<file path="config.mk">
export PLATFORM = sky130hd
export DESIGN_NAME = mutex_with_fifo_wait_queue_top
export DESIGN_NICKNAME = d
export VERILOG_FILES = /design/src/rtl/mwq_pkg.sv /design/src/rtl/mwq_ctrl.sv /design/src/rtl/mwq_dpath.sv /design/src/rtl/mutex_with_fifo_wait_queue_top.sv
export SDC_FILE = /design/constraint.sdc
export NUM_CORES = 1
export LEC_CHECK = 0
export BUFFER_PORTS_ARGS = -buffer_cell sky130_fd_sc_hd__buf_2
export CORE_MARGIN = 4
export CORE_UTILIZATION = 50
export DETAILED_ROUTE_END_ITERATION = 6
export PLACE_DENSITY = 0.67
export SLEW_MARGIN = 0
export SYNTH_ARGS = -nofsm -noshare
export SYNTH_HDL_FRONTEND = slang
export SYNTH_SLANG_ARGS = --single-unit
export TNS_END_PERCENT = 30
</file>
<file path="constraint.sdc">
create_clock -name clk_i -period 7.6 [get_ports clk_i]
set_input_delay 1.14 -clock clk_i [delete_from_list [all_inputs] [get_ports clk_i]]
set_output_delay 1.14 -clock clk_i [all_outputs]
set_load 0.005 [all_outputs]
</file>
<file path="src/rtl/mwq_pkg.sv">
// shared types and constants of the mutex with fifo wait queue
package mwq_pkg;

  localparam int unsigned QueueDepthDef = 16;
  localparam int unsigned IdBitsDef     = 8;
  localparam int unsigned ReqTypeW      = 2;
  localparam int unsigned FieldIdW      = 8;
  localparam int unsigned WaitCntW      = 5;

  typedef enum logic [ReqTypeW-1:0] {
    REQ_LOCK    = 2'd0,
    REQ_TRYLOCK = 2'd1,
    REQ_UNLOCK  = 2'd2
  } req_e;

  typedef enum logic {
    ST_IDLE,
    ST_EXEC
  } state_e;

  typedef struct packed {
    logic [ReqTypeW-1:0] req_type;
    logic [FieldIdW-1:0] requester_id;
  } req_t;

  typedef struct packed {
    logic                granted;
    logic                queued;
    logic                overflow;
    logic                handed_over;
    logic                unlock_ignored;
    logic                is_held;
    logic [FieldIdW-1:0] owner_id;
    logic [WaitCntW-1:0] waiter_count;
  } res_t;

  // commands from the controller to the datapath
  typedef struct packed {
    logic capture;
    logic execute;
  } cmd_t;

endpackage

</file>
<file path="src/rtl/mwq_ctrl.sv">
// controller state machine of the mutex with fifo wait queue
module mwq_ctrl (
  input  logic          clk_i,
  input  logic          rst_ni,
  input  logic          in_valid_i,
  output logic          in_ready_o,
  output logic          out_valid_o,
  input  logic          out_ready_i,
  output mwq_pkg::cmd_t cmd_o
);

  mwq_pkg::state_e state_q, state_d;
  logic            out_valid_q, out_valid_d;

  always_ff @(posedge clk_i or negedge rst_ni) begin
    if (!rst_ni) begin
      state_q     <= mwq_pkg::ST_IDLE;
      out_valid_q <= 1'b0;
    end else begin
      state_q     <= state_d;
      out_valid_q <= out_valid_d;
    end
  end

  always_comb begin
    state_d       = state_q;
    cmd_o.capture = 1'b0;
    cmd_o.execute = 1'b0;
    in_ready_o    = 1'b0;
    unique case (state_q)
      mwq_pkg::ST_IDLE: begin
        // no word taken while reset is held
        in_ready_o = rst_ni;
        if (in_valid_i && rst_ni) begin
          cmd_o.capture = 1'b1;
          state_d       = mwq_pkg::ST_EXEC;
        end
      end
      mwq_pkg::ST_EXEC: begin
        // result slot free or being drained this cycle
        if (!out_valid_q || out_ready_i) begin
          cmd_o.execute = 1'b1;
          state_d       = mwq_pkg::ST_IDLE;
        end
      end
      default: state_d = mwq_pkg::ST_IDLE;
    endcase
    out_valid_d = (out_valid_q && !out_ready_i) || cmd_o.execute;
  end

  assign out_valid_o = out_valid_q;

endmodule

</file>
<file path="src/rtl/mwq_dpath.sv">
// datapath of the mutex: owner state, waiter memory and pointers, result word
module mwq_dpath #(
  parameter int unsigned QUEUE_DEPTH = mwq_pkg::QueueDepthDef,
  parameter int unsigned ID_BITS     = mwq_pkg::IdBitsDef
) (
  input  logic          clk_i,
  input  logic          rst_ni,
  input  mwq_pkg::cmd_t cmd_i,
  input  mwq_pkg::req_t req_i,
  output mwq_pkg::res_t res_o
);

  localparam int unsigned IdW  = (ID_BITS < mwq_pkg::FieldIdW) ? ID_BITS : mwq_pkg::FieldIdW;
  localparam int unsigned PtrW = (QUEUE_DEPTH > 1) ? $clog2(QUEUE_DEPTH) : 1;
  localparam int unsigned CntW = $clog2(QUEUE_DEPTH + 1);

  logic [mwq_pkg::ReqTypeW-1:0] kind_q;
  logic [IdW-1:0]               id_q;

  logic            held_q, held_d;
  logic [IdW-1:0]  owner_q, owner_d;
  logic [PtrW-1:0] head_q, head_d, tail_q, tail_d;
  logic [CntW-1:0] cnt_q, cnt_d;

  logic [IdW-1:0]  mem_q [QUEUE_DEPTH];
  logic [IdW-1:0]  head_data_q;
  logic            wr_en;

  mwq_pkg::res_t res_q, res_d;

  function automatic logic [PtrW-1:0] next_ptr(input logic [PtrW-1:0] p);
    next_ptr = (p == PtrW'(QUEUE_DEPTH - 1)) ? '0 : p + PtrW'(1);
  endfunction

  // request capture, no reset on payload
  always_ff @(posedge clk_i) begin
    if (cmd_i.capture) begin
      kind_q <= req_i.req_type;
      id_q   <= req_i.requester_id[IdW-1:0];
    end
  end

  // waiter memory, head entry read every cycle
  always_ff @(posedge clk_i) begin
    if (wr_en) begin
      mem_q[tail_q] <= id_q;
    end
    head_data_q <= mem_q[head_q];
  end

  always_ff @(posedge clk_i or negedge rst_ni) begin
    if (!rst_ni) begin
      held_q  <= 1'b0;
      owner_q <= '0;
      head_q  <= '0;
      tail_q  <= '0;
      cnt_q   <= '0;
    end else if (cmd_i.execute) begin
      held_q  <= held_d;
      owner_q <= owner_d;
      head_q  <= head_d;
      tail_q  <= tail_d;
      cnt_q   <= cnt_d;
    end
  end

  always_ff @(posedge clk_i) begin
    if (cmd_i.execute) begin
      res_q <= res_d;
    end
  end

  always_comb begin
    held_d  = held_q;
    owner_d = owner_q;
    head_d  = head_q;
    tail_d  = tail_q;
    cnt_d   = cnt_q;
    wr_en   = 1'b0;
    res_d   = '0;
    unique case (kind_q)
      mwq_pkg::REQ_LOCK, mwq_pkg::REQ_TRYLOCK: begin
        if (!held_q) begin
          held_d        = 1'b1;
          owner_d       = id_q;
          res_d.granted = 1'b1;
        end else if (kind_q == mwq_pkg::REQ_LOCK) begin
          if (cnt_q == CntW'(QUEUE_DEPTH)) begin
            res_d.overflow = 1'b1;
          end else begin
            wr_en        = cmd_i.execute;
            tail_d       = next_ptr(tail_q);
            cnt_d        = cnt_q + CntW'(1);
            res_d.queued = 1'b1;
          end
        end
      end
      mwq_pkg::REQ_UNLOCK: begin
        if (held_q && owner_q == id_q) begin
          if (cnt_q == '0) begin
            held_d  = 1'b0;
            owner_d = '0;
          end else begin
            owner_d           = head_data_q;
            head_d            = next_ptr(head_q);
            cnt_d             = cnt_q - CntW'(1);
            res_d.handed_over = 1'b1;
          end
        end else begin
          res_d.unlock_ignored = 1'b1;
        end
      end
      default: ;
    endcase
    res_d.is_held      = held_d;
    res_d.owner_id     = held_d ? mwq_pkg::FieldIdW'(owner_d) : '0;
    res_d.waiter_count = mwq_pkg::WaitCntW'(cnt_d);
  end

  assign res_o = res_q;

endmodule

</file>
<file path="src/rtl/mutex_with_fifo_wait_queue_top.sv">
// top level of the hardware mutex with a fifo queue of waiters
// One mutex shared by numbered processes. Each input word is a request (lock,
// trylock or unlock) with the requester id; each request gives exactly one
// result word with the outcome flags and the mutex state after the request.
// A request is captured at its accepting edge and then, in a separate update
// step, changes the owner and queue and loads the result register; the update
// follows the capture because the waiter memory is read through a registered
// port at the queue head. The result is valid once the update has loaded it.
// A new request is accepted only after the update of the previous request.
// The
// result sits in an output register, so the next request is taken while the
// previous result still waits; a request stalls in its update cycle only when
// that register still holds an untaken result. Waiter ids live in a
// QUEUE_DEPTH-entry memory with no reset; the head, tail and count registers
// reset to empty, so no clearing pass is needed and the block is ready right
// after reset. Only the low ID_BITS bits of requester_id take part (at most 8).
// A lock on a full queue is dropped with overflow set; an unlock from a
// non-owner or on a free mutex sets unlock_ignored; request type 3 changes
// nothing and reports the current state.
module mutex_with_fifo_wait_queue_top #(
  parameter int unsigned QUEUE_DEPTH = mwq_pkg::QueueDepthDef,
  parameter int unsigned ID_BITS     = mwq_pkg::IdBitsDef
) (
  input  logic          clk_i,
  input  logic          rst_ni,
  // request word in
  input  logic          in_valid_i,
  output logic          in_ready_o,
  input  mwq_pkg::req_t in_data_i,
  // result word out
  output logic          out_valid_o,
  input  logic          out_ready_i,
  output mwq_pkg::res_t out_data_o
);

  // capture and update strobes from the controller
  mwq_pkg::cmd_t cmd;

  mwq_ctrl u_ctrl (
    .clk_i       (clk_i),
    .rst_ni      (rst_ni),
    .in_valid_i  (in_valid_i),
    .in_ready_o  (in_ready_o),
    .out_valid_o (out_valid_o),
    .out_ready_i (out_ready_i),
    .cmd_o       (cmd)
  );

  // owner, queue pointers, waiter memory and result register
  mwq_dpath #(
    .QUEUE_DEPTH (QUEUE_DEPTH),
    .ID_BITS     (ID_BITS)
  ) u_dpath (
    .clk_i  (clk_i),
    .rst_ni (rst_ni),
    .cmd_i  (cmd),
    .req_i  (in_data_i),
    .res_o  (out_data_o)
  );

endmodule

</file>
# == Word level (Yosys, flattened, before mapping) ==
# Memory sizes are Yosys's and may differ from the RTL's. A register that Yosys moved wholly into a read port is not among the register bits.
# Index checks and enable logic that the tools add are counted.
# word_totals
ff_bits,53
mem_bits_rw,128
inputBits,14
output_inout_bits,21
word_cells,78
memories,1
# op_classes
addsub,4
eq_ne,6
n_mux,33
n_bitwise,3
n_reduce_logical,14
# memory_table
name,words,width,rd,rd_ports_with_merged_regs,write_ports,line_no,source
u_dpath.mem_q,16,8,1,1,1,mwq_dpath.sv:25,logic [IdW-1:0] mem_q [QUEUE_DEPTH];
# ops
operator,n
$mux W5,5
$mux W8,3
$mux W1,19
$pmux W8 S2,1
$pmux W5 S2,1
$add A4 B1 Y4 const B,2
$eq A4 B4 Y1 const B,2
$eq A8 B8 Y1,1
$mux W4,2
$add A5 B1 Y5 const B,1
$eq A5 B5 Y1 const B,1
$logic_not A5 Y1,1
$reduce_and A5 Y1,1
$sub A5 B1 Y5 const B,1
$pmux W1 S2,2
$reduce_and A4 Y1,1
$logic_and A1 B1 Y1,3
$not A1 Y1,3
$reduce_and A3 Y1,1
$eq A2 B1 Y1 const B,1
$eq A2 B2 Y1 const B,1
$logic_not A1 Y1,2
$logic_not A2 Y1,1
$logic_or A1 B1 Y1,2
other kinds (2),2

# == Longest topological paths before layout ==
# depth
ltp_word,10
mapped_depth,9
ltp_nobuf,7

# == Cells and area by module ==
# Synthesis repeated with hierarchy kept, for this count alone.
# hier_totals
hier_cells,517
area_unflattened_um2,8040.2
# by_module_without_submodules
module,n_inst,cells_each,area_each_um2,seq_area_each_um2
mwq_dpath,1,508,7940.1,5425.2
mwq_ctrl,1,9,100.1,50.0

# == Worst setup path before layout ==
# OpenSTA, ideal clock, no wires.
# synth_timing
kind,in2reg
startpoint,input out_ready_i
endpoint,"memory u_dpath.mem_q[2][0] in the netlist's numbering, enable pin"
setup_time_ps,398
arrival_time_ps,2616
t_required_ps,7202
setup_slack_ps,4586
stages,5
n_path_buf,0
cell_sequence,nand2b_1 > nand2_1 > inv_1 > nand2_2 > nor4b_1
# synth_via
elab_chain_cells,9
# synth_lines
element,line_no,source
start: declaration,mutex_with_fifo_wait_queue_top.sv:32,"input logic out_ready_i,"
$logic_or A1 B1 Y1,mwq_ctrl.sv:41,if (!out_valid_q || out_ready_i) begin
$mux W1,mwq_ctrl.sv:41,
$mux W1,mwq_ctrl.sv:30,unique case (state_q)
$mux W1,mwq_dpath.sv:88,if (cnt_q == CntW'(QUEUE_DEPTH)) begin
$mux W1,mwq_dpath.sv:87,end else if (kind_q == mwq_pkg::REQ_LOCK) begin
$mux W1,mwq_dpath.sv:83,if (!held_q) begin
$mux W1,mwq_dpath.sv:81,unique case (kind_q)
$mux W1,mwq_dpath.sv:45,if (wr_en) begin
$mux W1 (implied by the code),mwq_dpath.sv:46,mem_q[tail_q] <= id_q;
end: declaration,mwq_dpath.sv:25,
# Every way passes these cells.

# == Final worst setup path ==
# layout_timing
startpoint,input out_ready_i
endpoint,"memory u_dpath.mem_q[8][0] in the netlist's numbering, enable pin"
# The elaborated chain is that of the path after synthesis.

==> metrics.md <==
| Metric | Value |
|---|---|
| H-tree depth | `4` |
| Syn Nets | `512` |
| Gpl congestion | `0.858` |
| Type of the most critical hold path | `register to register` |
| Final Hold Fails | `0` |
| Core Box Area | `15,300 um^2` |
| Clock-pin slew on the worst setup and hold paths | `roughly 70 ps` |
| Outcome | `finished clean` |
| Die width | `roughly 130 um` |
| Ratio of cells with drive above 1 in the final layout | `between 20% and 30%` |
| Overflow after GRT | `0` |
| MaxCap Viol Count | `0` |
| Post-Layout Inst Area | `about 9000 um^2` |
| Largest net degree at the start of global routing | `54` |
| Final worst path period share | `49.7%` |
| Routed len/inst | `between 20 and 25 um` |
| PostCTS Resize Cnt | `0` |
| Nets | `548` |
| Power Total | `2330 uW` |
| Cells after DPL | `between 700 and 800` |
| Yosys reg bits | `189` |
| Syn avg cell area | `about 16 um^2` |
| Final Slew Violations | `0` |
| Critical Path Start Type | `primary input` |
| Sink Count | `about 190` |
| Critical Path RT | `slightly below 8000 ps` |
| Hold Buf Count CTS | `0` |
| Global-route wire length before repair | `around 26,000 um` |
| Initial Utilization | `51.3%` |
| Final setup viols | `0` |
| Core Rows | `45` |
| Clk_skew | `between 7 and 8 ps` |
| Post-Synthesis Cells | `491` |
| Antenna violation net count after detailed routing | `0` |
| Async set-reset flop share out of synthesis | `about 13%` |
| Fill cell count | `~1.2k` |
| CP max FO | `31` |
| Initial antenna violation count | `0` |
| Post-Syn Area | `roughly 8000 um^2` |
| Drt pass-1 iters | `5` |
| Final Routed Wirelength | `~16,000 um` |
| Fmax | `~260 MHz` |
| Commonest non-fill, non-tap cell in the layout | `edfxtp_1` |
| Area grow syn2layout | `12.0%` |
| CTS tree | `built` |
| Setup Buffers After CTS | `0` |
| Setup CP Type | `primary input to register` |
| I/O Buffers | `34` |
| RSZ-0062 raised after global routing | `false` |
| Slew headroom | `roughly a quarter` |
| EDFF count, synth | `roughly 160` |
| DP HPWL | `11,000 um` |
| Iter 0 DRT Violations | `~460` |
| Top FF cell, synth | `edfxtp_1` |
| Worst setup EP type | `register` |
| Antenna Cells | `0` |
| P_leak | `about 0.0029 uW` |
| Commonest non-fill, non-tap cells in the layout | `157 x edfxtp_1, 34 x buf_2, 32 x mux2i_1` |
| Cell variety after synth | `between 60 and 70` |
| Die area | `17,700 um^2` |
| Final TNS setup | `0 ps` |
| Die height | `133 um` |
| Total GRT Usage | `approximately 19%` |
| Hold path depth | `2` |
| PwrDens | `roughly 270 nW/um^2` |
| Non-filler cells in the finished layout | `about 750` |
| Top Ports | `35` |
| Root Driver | `clkbuf_16` |
| Routed vias | `between 4k and 5k` |
| # DRC | `0` |
| Synth Warn # | `0` |
| Vias per inst | `slightly below 6` |
| Max VDD drop | `0.153 mV` |
| Min Tclk post-route | `3780 ps` |
| Vias in the first global route | `between 4k and 5k` |
| Reg2Reg Depth | `6` |
| Crit path DAT | `around 3900 ps` |
| Post-DP Area | `between 8000 and 9000 um^2` |
| Worst slew pin tran | `about 1100 ps` |
| Clk Latency, worst-skew pair | `between 400 and 500 ps` |
| CTS Buffer Depth | `2` |
| Total CTS buffers | `17` |
| Share of the yosys chip area belonging to registers | `between 60% and 70%` |
routing by layer:
| metal | track usage, % | wire [um] |
|---|---|---|
| met1 | 26.0 | 6940 |
| met2 | 31.7 | 8290 |
| met3 | 4.49 | 954 |
| met4 | 6.63 | 298 |
| met5 | 0 | 0 |
flip-flops by register name, summed over array words and instances (netlist names):
name	count
u_ctrl.state_q	1
u_dpath.id_q	8
u_ctrl.out_valid_o	1
u_dpath.mem_q	128
u_dpath.owner_q	8
u_dpath.res_o	19
u_dpath.held_q	1
u_dpath.head_data_q	8
u_dpath.kind_q	2
u_dpath.cnt_q	5
u_dpath.head_q	4
u_dpath.tail_q	4
cell families (layout without fill, tap and decap cells):
kind of cell / Yosys count / count (layout) / share of synthesized area (%)
xor gates and xnor gates: 12 / 12 / 1.34
muxes: 51 / 51 / 9.22
AOI/OAI and AO/OA: 95 / 95 / 8.96
DFF: 189 / 189 / 69.9
buffers and inverters: 41 / 90 / 2.40
and+or+nand+nor: 96 / 96 / 7.06
adders and majority gates: 7 / 7 / 1.12
worst paths after layout:
check                                             start                            end  slack, ps
min in group asynchronous                        rst_ni   u_dpath.cnt_q[3]$_DFFE_PN0N_        700
setup / recovery                            out_ready_i  u_dpath.mem_q[8][0]$_DFFE_PP_       3820
hold / removal                 u_ctrl.state_q$_DFF_PN0_   u_ctrl.out_valid_o$_DFF_PN0_        520
setup reg to reg           u_ctrl.out_valid_o$_DFF_PN0_  u_dpath.mem_q[8][0]$_DFFE_PP_       4240
max in group asynchronous                        rst_ni  u_dpath.head_q[0]$_DFFE_PN0P_       6480
hold reg to reg                u_ctrl.state_q$_DFF_PN0_   u_ctrl.out_valid_o$_DFF_PN0_        520
where the power goes:
group          leakage (uW)  switching, uW  internal (uW)  total [uW]
Sequential          0.00177           57.5           1180        1240
Clock              0.000271            381            459         840
Combinational      0.000860            150            103         253
metrics by stage:
step           util [%]  hold WS (ps)  setup slack [ps]
2_1_floorplan         -           463              4590
3_3_place_gp       53.8           490              3490
3_5_place_dp       53.8           514              3380
4_1_cts            57.5           531              3790
5_1_grt            57.5           548              3470
6_report           57.5           523              3820
synth_stat cells, drive strengths merged (3+ instances only):
cell     number  area [um^2]
nand3         7         35.0
nor2b         3         18.8
clkbuf       14         52.6
edfxtp      157         4710
ha            7         87.6
xor2          8         70.1
dfxtp         8          160
nand2        31          121
buf          13         82.6
mux2i        32          320
nand4         4         25.0
mux4         16          360
nand2b        3         18.8
and2         12         75.1
mux2          3         41.3
dfrtp        24          601
o2bb2ai       8         70.1
or3b          4         35.0
a31oi         4         25.0
xnor2         4         35.0
nor3          6         35.0
o21ai        21          105
a221oi       16          140
inv          13         48.8
nor4          4         40.0
a22oi        15          138
nor2         11         51.3
a21oi        17         88.8
critical path: stages:
cell and delay (ps):
buf_2 70, nand2b_1 130, nand2_1 390, inv_1 1010, nand2_2 300, nor3b_2 400
and2_1 420
area by class of cell:
class / instances / area, um^2 / share of cell area [%]
sequential: 189 / 5480 / 62.4
multi-input combinational: 261 / 2170 / 24.7
clock buffer: 18 / 429 / 4.89
tap: 211 / 264 / 3.01
timing repair buffer: 44 / 245 / 2.80
clock inverter: 14 / 134 / 1.53
inverter: 14 / 52.6 / 0.599
Power figures use the tool's default switching activity.
